==> src/hdl/event_flag_allocator_core_assert.svh <==
// Assertion macros shared by the allocator RTL
`ifndef EVENT_FLAG_ALLOCATOR_CORE_ASSERT_SVH
`define EVENT_FLAG_ALLOCATOR_CORE_ASSERT_SVH

// same-cycle implication, sampled on clk, off during reset
`define EFA_ASSERT_IMP(lbl, ante, cons, msg) \
  lbl: assert property (@(posedge clk) disable iff (!rst_n) (ante) |-> (cons)) \
    else $error(msg);

// next-cycle implication, sampled on clk, off during reset
`define EFA_ASSERT_NXT(lbl, ante, cons, msg) \
  lbl: assert property (@(posedge clk) disable iff (!rst_n) (ante) |=> (cons)) \
    else $error(msg);

`endif

==> src/hdl/efa_pkg.sv <==
package efa_pkg;

  localparam int EVENT_WORDS    = 3;
  localparam int WAITER_ID_BITS = 8;
  localparam int WORD_BITS      = 64;
  localparam int BIT_IDX_W      = 6;
  localparam int EVENT_COUNT    = EVENT_WORDS * WORD_BITS;
  localparam int EV_IDX_W       = $clog2(EVENT_COUNT);
  localparam int WORD_IDX_W     = (EVENT_WORDS > 1) ? $clog2(EVENT_WORDS) : 1;

  localparam int OP_W     = 2;
  localparam int EVENT_W  = 8;
  localparam int WID_W    = 8;
  localparam int STATUS_W = 3;

  typedef logic [OP_W-1:0]           op_t;
  typedef logic [STATUS_W-1:0]       status_t;
  typedef logic [EV_IDX_W-1:0]       gidx_t;
  typedef logic [WORD_IDX_W-1:0]     word_idx_t;
  typedef logic [BIT_IDX_W-1:0]      bit_idx_t;
  typedef logic [WAITER_ID_BITS-1:0] waiter_t;

  localparam op_t OP_ALLOC = 2'd0;
  localparam op_t OP_SET   = 2'd1;
  localparam op_t OP_WAIT  = 2'd2;
  localparam op_t OP_CLEAR = 2'd3;

  localparam status_t ST_OK          = 3'd0;
  localparam status_t ST_EXHAUSTED   = 3'd1;
  localparam status_t ST_ALREADY_SET = 3'd2;
  localparam status_t ST_WAITER      = 3'd3;
  localparam status_t ST_BAD         = 3'd4;

  typedef struct packed {
    logic    we;
    gidx_t   addr;
    waiter_t data;
  } efa_ram_wr_t;

  function automatic word_idx_t word_of(gidx_t g);
    return word_idx_t'(g >> BIT_IDX_W);
  endfunction

  function automatic bit_idx_t bit_of(gidx_t g);
    return g[BIT_IDX_W-1:0];
  endfunction

  function automatic logic ev_in_range(logic [EVENT_W-1:0] ev);
    return (32'(ev) < 32'(EVENT_COUNT));
  endfunction

endpackage

==> src/hdl/efa_scan.sv <==
module efa_scan (
  input  logic [efa_pkg::WORD_BITS-1:0] free_word,
  output logic                          found,
  output efa_pkg::bit_idx_t             idx
);
  import efa_pkg::*;

  // lowest set bit wins
  always_comb begin
    idx = '0;
    for (int i = WORD_BITS - 1; i >= 0; i--) begin
      if (free_word[i]) begin
        idx = bit_idx_t'(i);
      end
    end
  end

  assign found = |free_word;

endmodule

==> src/hdl/efa_waiter_ram.sv <==
module efa_waiter_ram (
  input  logic                clk,
  input  efa_pkg::efa_ram_wr_t wr,
  input  efa_pkg::gidx_t      rd_addr,
  output efa_pkg::waiter_t    rd_data
);
  import efa_pkg::*;

  waiter_t mem [EVENT_COUNT];
  waiter_t rd_data_r;

  always_ff @(posedge clk) begin
    if (wr.we) begin
      mem[wr.addr] <= wr.data;
    end
    rd_data_r <= mem[rd_addr];
  end

  assign rd_data = rd_data_r;

endmodule

==> src/hdl/event_flag_allocator_core.sv <==
// channel | dir | tdata (low bit up)                    | tuser (low bit up)
// in_     | in  | event_index[7:0], waiter_id[15:8]     | operation[1:0]
// out_    | out | result_event[7:0], wake_id[15:8]      | status[2:0], wake[3]
//
// set, wait, clear: waiter RAM read at accept, result registered in S_EXEC.
// alloc: one 64-bit word per cycle through the shared priority encoder,
//   stopping at the first word with a free event or exhausted at the last.
// Next input taken once the result has transferred out.
// Reset clears all maps and waiter valid bits at once; no clearing pass.
module event_flag_allocator_core (
  input  logic        clk,
  input  logic        rst_n,
  input  logic        in_tvalid,
  output logic        in_tready,
  input  logic [15:0] in_tdata,   // event_index[7:0], waiter_id[15:8]
  input  logic [1:0]  in_tuser,   // operation[1:0]
  output logic        out_tvalid,
  input  logic        out_tready,
  output logic [15:0] out_tdata,  // result_event[7:0], wake_id[15:8]
  output logic [3:0]  out_tuser   // status[2:0], wake[3]
);
  import efa_pkg::*;
  `include "event_flag_allocator_core_assert.svh"

  localparam logic [1:0] S_IDLE = 2'd0;
  localparam logic [1:0] S_SCAN = 2'd1;
  localparam logic [1:0] S_EXEC = 2'd2;

  logic [1:0]           state_r, state_nxt;
  op_t                  op_r, op_nxt;
  logic [EVENT_W-1:0]   ev_r, ev_nxt;
  waiter_t              who_r, who_nxt;
  word_idx_t            ptr_r, ptr_nxt;
  logic [WORD_BITS-1:0] alloc_map_r [EVENT_WORDS];
  logic [WORD_BITS-1:0] alloc_map_nxt [EVENT_WORDS];
  logic [WORD_BITS-1:0] raised_map_r [EVENT_WORDS];
  logic [WORD_BITS-1:0] raised_map_nxt [EVENT_WORDS];
  logic [EVENT_COUNT-1:0] wvalid_r, wvalid_nxt;
  logic                 out_valid_r, out_valid_nxt;
  logic [EVENT_W-1:0]   res_ev_r, res_ev_nxt;
  status_t              status_r, status_nxt;
  logic                 wake_r, wake_nxt;
  logic [WID_W-1:0]     wake_id_r, wake_id_nxt;

  logic        in_fire;
  logic        scan_found;
  bit_idx_t    scan_bit;
  efa_ram_wr_t ram_wr;
  waiter_t     ram_rdata;

  efa_scan u_scan (
    .free_word (~alloc_map_r[ptr_r]),
    .found     (scan_found),
    .idx       (scan_bit)
  );

  efa_waiter_ram u_ram (
    .clk     (clk),
    .wr      (ram_wr),
    .rd_addr (gidx_t'(in_tdata[7:0])),
    .rd_data (ram_rdata)
  );

  assign in_tready  = (state_r == S_IDLE) && !out_valid_r;
  assign in_fire    = in_tvalid && in_tready;
  assign out_tvalid = out_valid_r;
  assign out_tdata  = {wake_id_r, res_ev_r};
  assign out_tuser  = {wake_r, status_r};

  always_comb begin
    gidx_t     g;
    word_idx_t w;
    bit_idx_t  b;
    state_nxt      = state_r;
    op_nxt         = op_r;
    ev_nxt         = ev_r;
    who_nxt        = who_r;
    ptr_nxt        = ptr_r;
    alloc_map_nxt  = alloc_map_r;
    raised_map_nxt = raised_map_r;
    wvalid_nxt     = wvalid_r;
    out_valid_nxt  = out_valid_r;
    res_ev_nxt     = res_ev_r;
    status_nxt     = status_r;
    wake_nxt       = wake_r;
    wake_id_nxt    = wake_id_r;
    ram_wr.we      = 1'b0;
    ram_wr.addr    = gidx_t'(ev_r);
    ram_wr.data    = who_r;
    g              = gidx_t'(ev_r);
    w              = word_of(g);
    b              = bit_of(g);

    if (out_valid_r && out_tready) begin
      out_valid_nxt = 1'b0;
    end

    unique case (state_r)
      S_IDLE: begin
        if (in_fire) begin
          op_nxt    = in_tuser;
          ev_nxt    = in_tdata[7:0];
          who_nxt   = waiter_t'(in_tdata[15:8]);
          ptr_nxt   = '0;
          state_nxt = (in_tuser == OP_ALLOC) ? S_SCAN : S_EXEC;
        end
      end
      S_SCAN: begin
        g = gidx_t'({ptr_r, scan_bit});
        if (scan_found) begin
          alloc_map_nxt[ptr_r][scan_bit]  = 1'b1;
          raised_map_nxt[ptr_r][scan_bit] = 1'b0;
          wvalid_nxt[g]                   = 1'b0;
          res_ev_nxt    = EVENT_W'(g);
          status_nxt    = ST_OK;
          wake_nxt      = 1'b0;
          wake_id_nxt   = '0;
          out_valid_nxt = 1'b1;
          state_nxt     = S_IDLE;
        end else if (ptr_r == word_idx_t'(EVENT_WORDS - 1)) begin
          res_ev_nxt    = '0;
          status_nxt    = ST_EXHAUSTED;
          wake_nxt      = 1'b0;
          wake_id_nxt   = '0;
          out_valid_nxt = 1'b1;
          state_nxt     = S_IDLE;
        end else begin
          ptr_nxt = ptr_r + 1'b1;
        end
      end
      S_EXEC: begin
        res_ev_nxt    = ev_r;
        status_nxt    = ST_OK;
        wake_nxt      = 1'b0;
        wake_id_nxt   = '0;
        out_valid_nxt = 1'b1;
        state_nxt     = S_IDLE;
        if (!ev_in_range(ev_r)) begin
          status_nxt = ST_BAD;
        end else begin
          case (op_r)
            OP_SET: begin
              raised_map_nxt[w][b] = 1'b1;
              if (wvalid_r[g]) begin
                wake_nxt    = 1'b1;
                wake_id_nxt = WID_W'(ram_rdata);
              end
            end
            OP_WAIT: begin
              if (raised_map_r[w][b]) begin
                status_nxt = ST_ALREADY_SET;
              end else begin
                ram_wr.we     = 1'b1;
                wvalid_nxt[g] = 1'b1;
                status_nxt    = ST_WAITER;
              end
            end
            OP_CLEAR: begin
              raised_map_nxt[w][b] = 1'b0;
            end
            default: begin
            end
          endcase
        end
      end
      default: begin
        state_nxt = S_IDLE;
      end
    endcase
  end

  always_ff @(posedge clk) begin
    if (!rst_n) begin
      state_r     <= S_IDLE;
      out_valid_r <= 1'b0;
      wvalid_r    <= '0;
      for (int i = 0; i < EVENT_WORDS; i++) begin
        alloc_map_r[i]  <= '0;
        raised_map_r[i] <= '0;
      end
    end else begin
      state_r      <= state_nxt;
      out_valid_r  <= out_valid_nxt;
      wvalid_r     <= wvalid_nxt;
      alloc_map_r  <= alloc_map_nxt;
      raised_map_r <= raised_map_nxt;
    end
  end

  always_ff @(posedge clk) begin
    op_r      <= op_nxt;
    ev_r      <= ev_nxt;
    who_r     <= who_nxt;
    ptr_r     <= ptr_nxt;
    res_ev_r  <= res_ev_nxt;
    status_r  <= status_nxt;
    wake_r    <= wake_nxt;
    wake_id_r <= wake_id_nxt;
  end

  `EFA_ASSERT_NXT(a_busy_after_accept, in_fire, state_r != S_IDLE, "idle after accept")
  `EFA_ASSERT_IMP(a_ptr_range, state_r == S_SCAN, ptr_r <= word_idx_t'(EVENT_WORDS - 1), "scan ptr out of range")
  `EFA_ASSERT_IMP(a_out_only_idle, out_valid_r, state_r == S_IDLE, "result pending while busy")
  `EFA_ASSERT_IMP(a_exhausted_zero, out_valid_r && status_r == ST_EXHAUSTED, res_ev_r == '0 && !wake_r, "exhausted result not zero")
  `EFA_ASSERT_IMP(a_wake_only_ok, out_valid_r && wake_r, status_r == ST_OK && op_r == OP_SET, "wake outside set")

endmodule
==> config.mk <==
export PLATFORM = sky130hd
export DESIGN_NAME = event_flag_allocator_core
export DESIGN_NICKNAME = d
export VERILOG_FILES = /design/src/hdl/efa_pkg.sv /design/src/hdl/efa_scan.sv /design/src/hdl/efa_waiter_ram.sv /design/src/hdl/event_flag_allocator_core.sv
export VERILOG_INCLUDE_DIRS = /design/src /design/src/hdl
export SDC_FILE = /design/constraint.sdc
export NUM_CORES = 2
export LEC_CHECK = 0
export ABC_AREA = 1
export BUFFER_PORTS_ARGS = -buffer_cell sky130_fd_sc_hd__buf_2
export CELL_PAD_IN_SITES_DETAIL_PLACEMENT = 1
export CELL_PAD_IN_SITES_GLOBAL_PLACEMENT = 2
export CORE_MARGIN = 8
export CORE_UTILIZATION = 45
export DETAILED_ROUTE_END_ITERATION = 10
export PLACE_DENSITY = 0.86
export SETUP_SLACK_MARGIN = 0.15
export SLEW_MARGIN = 10
export SYNTH_ARGS = -nofsm -noshare
export SYNTH_HDL_FRONTEND = slang
export SYNTH_SLANG_ARGS = --single-unit
==> constraint.sdc <==
create_clock -name clk -period 10.75 [get_ports clk]
set_input_delay 2.15 -clock clk [delete_from_list [all_inputs] [get_ports clk]]
set_output_delay 2.15 -clock clk [all_outputs]
set_load 0.03 [all_outputs]
==> impl_metrics.csv <==
group,metric,value,unit
critical_path,slowest_stage,"nand2_4",
logic_synthesis,yosysSeqAreaShare,61.6,%
clocking,hold_buffers,0,
logic_synthesis,synth-edff-count,1576,
placement,place_congestion,1.00,
placement,io_buffers,43,
worst_hold_path,holdPathStages,2,
placement,placed_cell_area,98600,um2
logic_synthesis,synth_fa_ha_area_share,0.0782,%
detailed_routing,route.detailed.drc,0,
detailed_routing,wl_per_cell,32.9,um
power,peakVddDrop,0.290,mV
grt,grt_max_degree,197,
placement,place_inst,12200,
power,seq_power_share,39.8,%
power,clkPwrFrac,31.8,%
detailed_routing,num_vias,82700,
clocking,cts_tree,"built",
detailed_routing,via_per_inst,6.53,
worst_hold_path,hp-class,"reg -> reg",
logic_synthesis,synth.area.top_cells,"edfxtp_1 49%, dfxtp_1 12%, nor2_1 7.6%",
critical_path,r2r_setup_slack,2480,ps
sta,setup_ws,2480,ps
sta,maxSlewHeadroom,8.58,%
logic_synthesis,yosys.area.top_type_share,49.3,%
critical_path,crit_fanout,57,
logic_synthesis,netlist_area,96000,um2
logic_synthesis,synth-compound-area-share,19.3,%
finish,areaGrowthSynthToFinish,10.6,%
critical_path,r2r_end,"alloc_map_r[100]",
power,p_int,0.0160,W
clocking,path_clk_slew,60,ps
logic_synthesis,synth_top_family_by_area,"compound AO/OA/AOI/OAI gates",
critical_path,cp-start-kind,"register",
power,share_comb_of_total_power,28.5,%
worst_hold_path,hp-start,"alloc_map_r[123]",
power,p_sw_share,37.2,%
sta,fin_skew,51.6,ps
placement,dp_hpwl,267000,um
die,io-pin-count,44,
power,leakagePower,34.0,nW
sta,finalCritPeriodShare,76.9,%
detailed_routing,drtPass1Iterations,8,
die,placementRows,169,
logic_synthesis,netlist_instances,9933,
grt,track_usage,34.9,%
logic_synthesis,synthMuxAreaShare,0,%
grt,grt_pass1_wl,589000,um
logic_synthesis,synth-xor-area-share,0,%
logic_synthesis,synth_ff_type,"edfxtp_1",
finish,nNetsFinal,9650,
clocking,htreeDepth,4,
die,die-area,228000,um2
grt,gr-total-overflow,0,
critical_path,critPathKind,"reg -> reg",
die,initial_core_util,45.2,%
finish,final_area,106000,um2
clocking,cts.sinks,2163,
clocking,ctsResizeCount,0,
sta,worstMarginPinSlew,1370,ps
sta,finalSetupTns,0,ps
sta,post-route-min-period,8270,ps
clocking,postCtsSetupRepairBufs,0,
placement,dp_slack,2820,ps
clocking,insertion_delay,920,ps
finish,drive_above_1_share,6.30,%
logic_synthesis,synth_nets,9961,
logic_synthesis,synth_seq_cells,2163,
logic_synthesis,yosys_warnings,0,
grt,grt_pass1_vias,81500,
logic_synthesis,yosys.area_share.simple,13.3,%
sta,grt_setup_unrepaired,"false",
critical_path,path_common_cell,"nand2_1",
flow_run,cap_violations,0,
finish,final_cells,12700,
clocking,clock_path_buffers,3,
detailed_routing,routed_wl,417000,um
critical_path,required,11590,ps
sta,clock.fmax,121,MHz
critical_path,crit_arrival,9110,ps
sta,hold_viol,0,
logic_synthesis,yosys.area.top_type,"edfxtp_1",
logic_synthesis,async_reset_ff_share,0,%
sta,maxSlewViolCount,0,
detailed_routing,antenna_left,0,
die,die_w,478,um
clocking,cts-root-buf,"clkbuf_16",
status,status,"complete, no violations",
detailed_routing,drt-initial-drc-count,11200,
critical_path,ff2ff_path_depth,71,
grt,antenna_found_initial,30,
worst_hold_path,min_to,"alloc_map_r[123]",
critical_path,cpPeakStageDelay,950,ps
die,die_h,478,um
power,p_per_area,240,nW/um2
power,p_sw,0.00949,W
critical_path,end_kind,"register",
logic_synthesis,postSynthAreaPerCell,9.66,um2
sta,setup_viol,0,
logic_synthesis,synth_cell_types,43,
critical_path,r2r_start,"ptr_r[1]",
clocking,cts_buffers,225,
die,fp.coreArea,212000,um2
## Yosys cell counts (all sizes together), types with 8 or more instances
cell type and instances:
inv 693, buf 110, nor3 27, a31oi 44, a22o 8, a22oi 112
clkbuf 646, o211ai 133, o21bai 86, edfxtp 1576, a32o 23, o32ai 23
nand4 218, dfxtp 587, a21oi 750, nand2 660, o21ai 1245, o221ai 104
nand3 292, a221oi 33, o21a 180, o22ai 401, nor2 1935, clkinv 19
a2111oi 10
## logic make-up (layout without fill, tap and decap cells)
logic type      count (synthesis)  after routing
simple gates                 3135           3135
compound gates               3161           3161
other cells                     0             23
buf+inv                      1468           1355
fa+ha+maj                       6              6
flops                        2163           2163
## critical path, delay by kind of cell (launching register included)
family	cells	cell delay, ps
compound gates	1	160
buf+inv	3	1460
flops	1	500
simple gates	67	5990
## flip-flops by register name, indices dropped and copies added (netlist names), named ones only
register / count
op_r: 2
u_ram.rd_data: 8
wvalid_r: 192
u_ram.mem: 1536
alloc_map_r: 192
res_ev_r: 8
out_tvalid: 1
ptr_r: 2
wake_r: 1
status_r: 3
ev_r: 8
state_r: 2
wake_id_r: 8
who_r: 8
## metrics by stage
stage	utilization (%)	hold WS, ps	power [W]
3_5_place_dp	46.5	442	0.0172
6_report	50.1	447	0.0255
3_3_place_gp	46.5	437	0.0170
2_1_floorplan	-	427	0.0144
4_1_cts	50.0	451	0.0252
5_1_grt	50.0	473	0.0261
## worst max-delay path by stage
stage,startpoint,to,slack [ps],cells past startpoint
floorplan,ptr_r[0],wvalid_r[181],5940,69
global placement,ptr_r[1],alloc_map_r[166],2770,71
detailed placement,ptr_r[1],alloc_map_r[166],2820,71
CTS,ptr_r[1],alloc_map_r[100],2740,71
global route,ptr_r[1],alloc_map_r[166],1750,71
finish,ptr_r[1],alloc_map_r[100],2480,71
## layout make-up
class	instances	area, um2
antenna	23	57.6
clock buffer	302	6240
clock inverter	123	1290
fill	23300	106000
inverter	712	2710
multi-input combinational	6302	31400
sequential	2163	59100
tap	2821	3530
timing repair buffer	218	1820
## cell usage in the layout (no fill, tap or decap), drive strengths merged, types with 23 or more instances in the layout
cell type     n
nor2       1935
o211ai      133
nor3         27
a21oi       750
o21bai       86
o21ai      1245
nand4       218
diode        23
a221oi       33
a32o         23
a22oi       112
nand3       292
bufinv       23
buf         217
o32ai        23
nand2       660
o21a        180
inv         699
clkinv      103
o22ai       401
clkbuf      303
a31oi        44
o221ai      104
edfxtp     1576
dfxtp       587
## power groups by stage
| stage | sequential [W] | combinational (W) | clock (W) |
|---|---|---|---|
| 3_3_place_gp | 0.0103 | 0.00677 | 0 |
| 4_1_cts | 0.0101 | 0.00696 | 0.00812 |
| 5_1_grt | 0.0102 | 0.00748 | 0.00842 |
| 6_report | 0.0101 | 0.00725 | 0.00810 |
| 2_1_floorplan | 0.0105 | 0.00395 | 0 |
| 3_5_place_dp | 0.0103 | 0.00693 | 0 |
## metal layers
layer / global-route usage (%) / share of wire [%] / vias up
met2: 51.9 / 43 / 4774
met1: 46.8 / 40 / 42000
met4: 18.0 / 6.2 / 12
met5: 0 / 0.022 / -
li1: - / - / 34800
met3: 9.79 / 11 / 1100
Power figures use the tool's default switching activity.
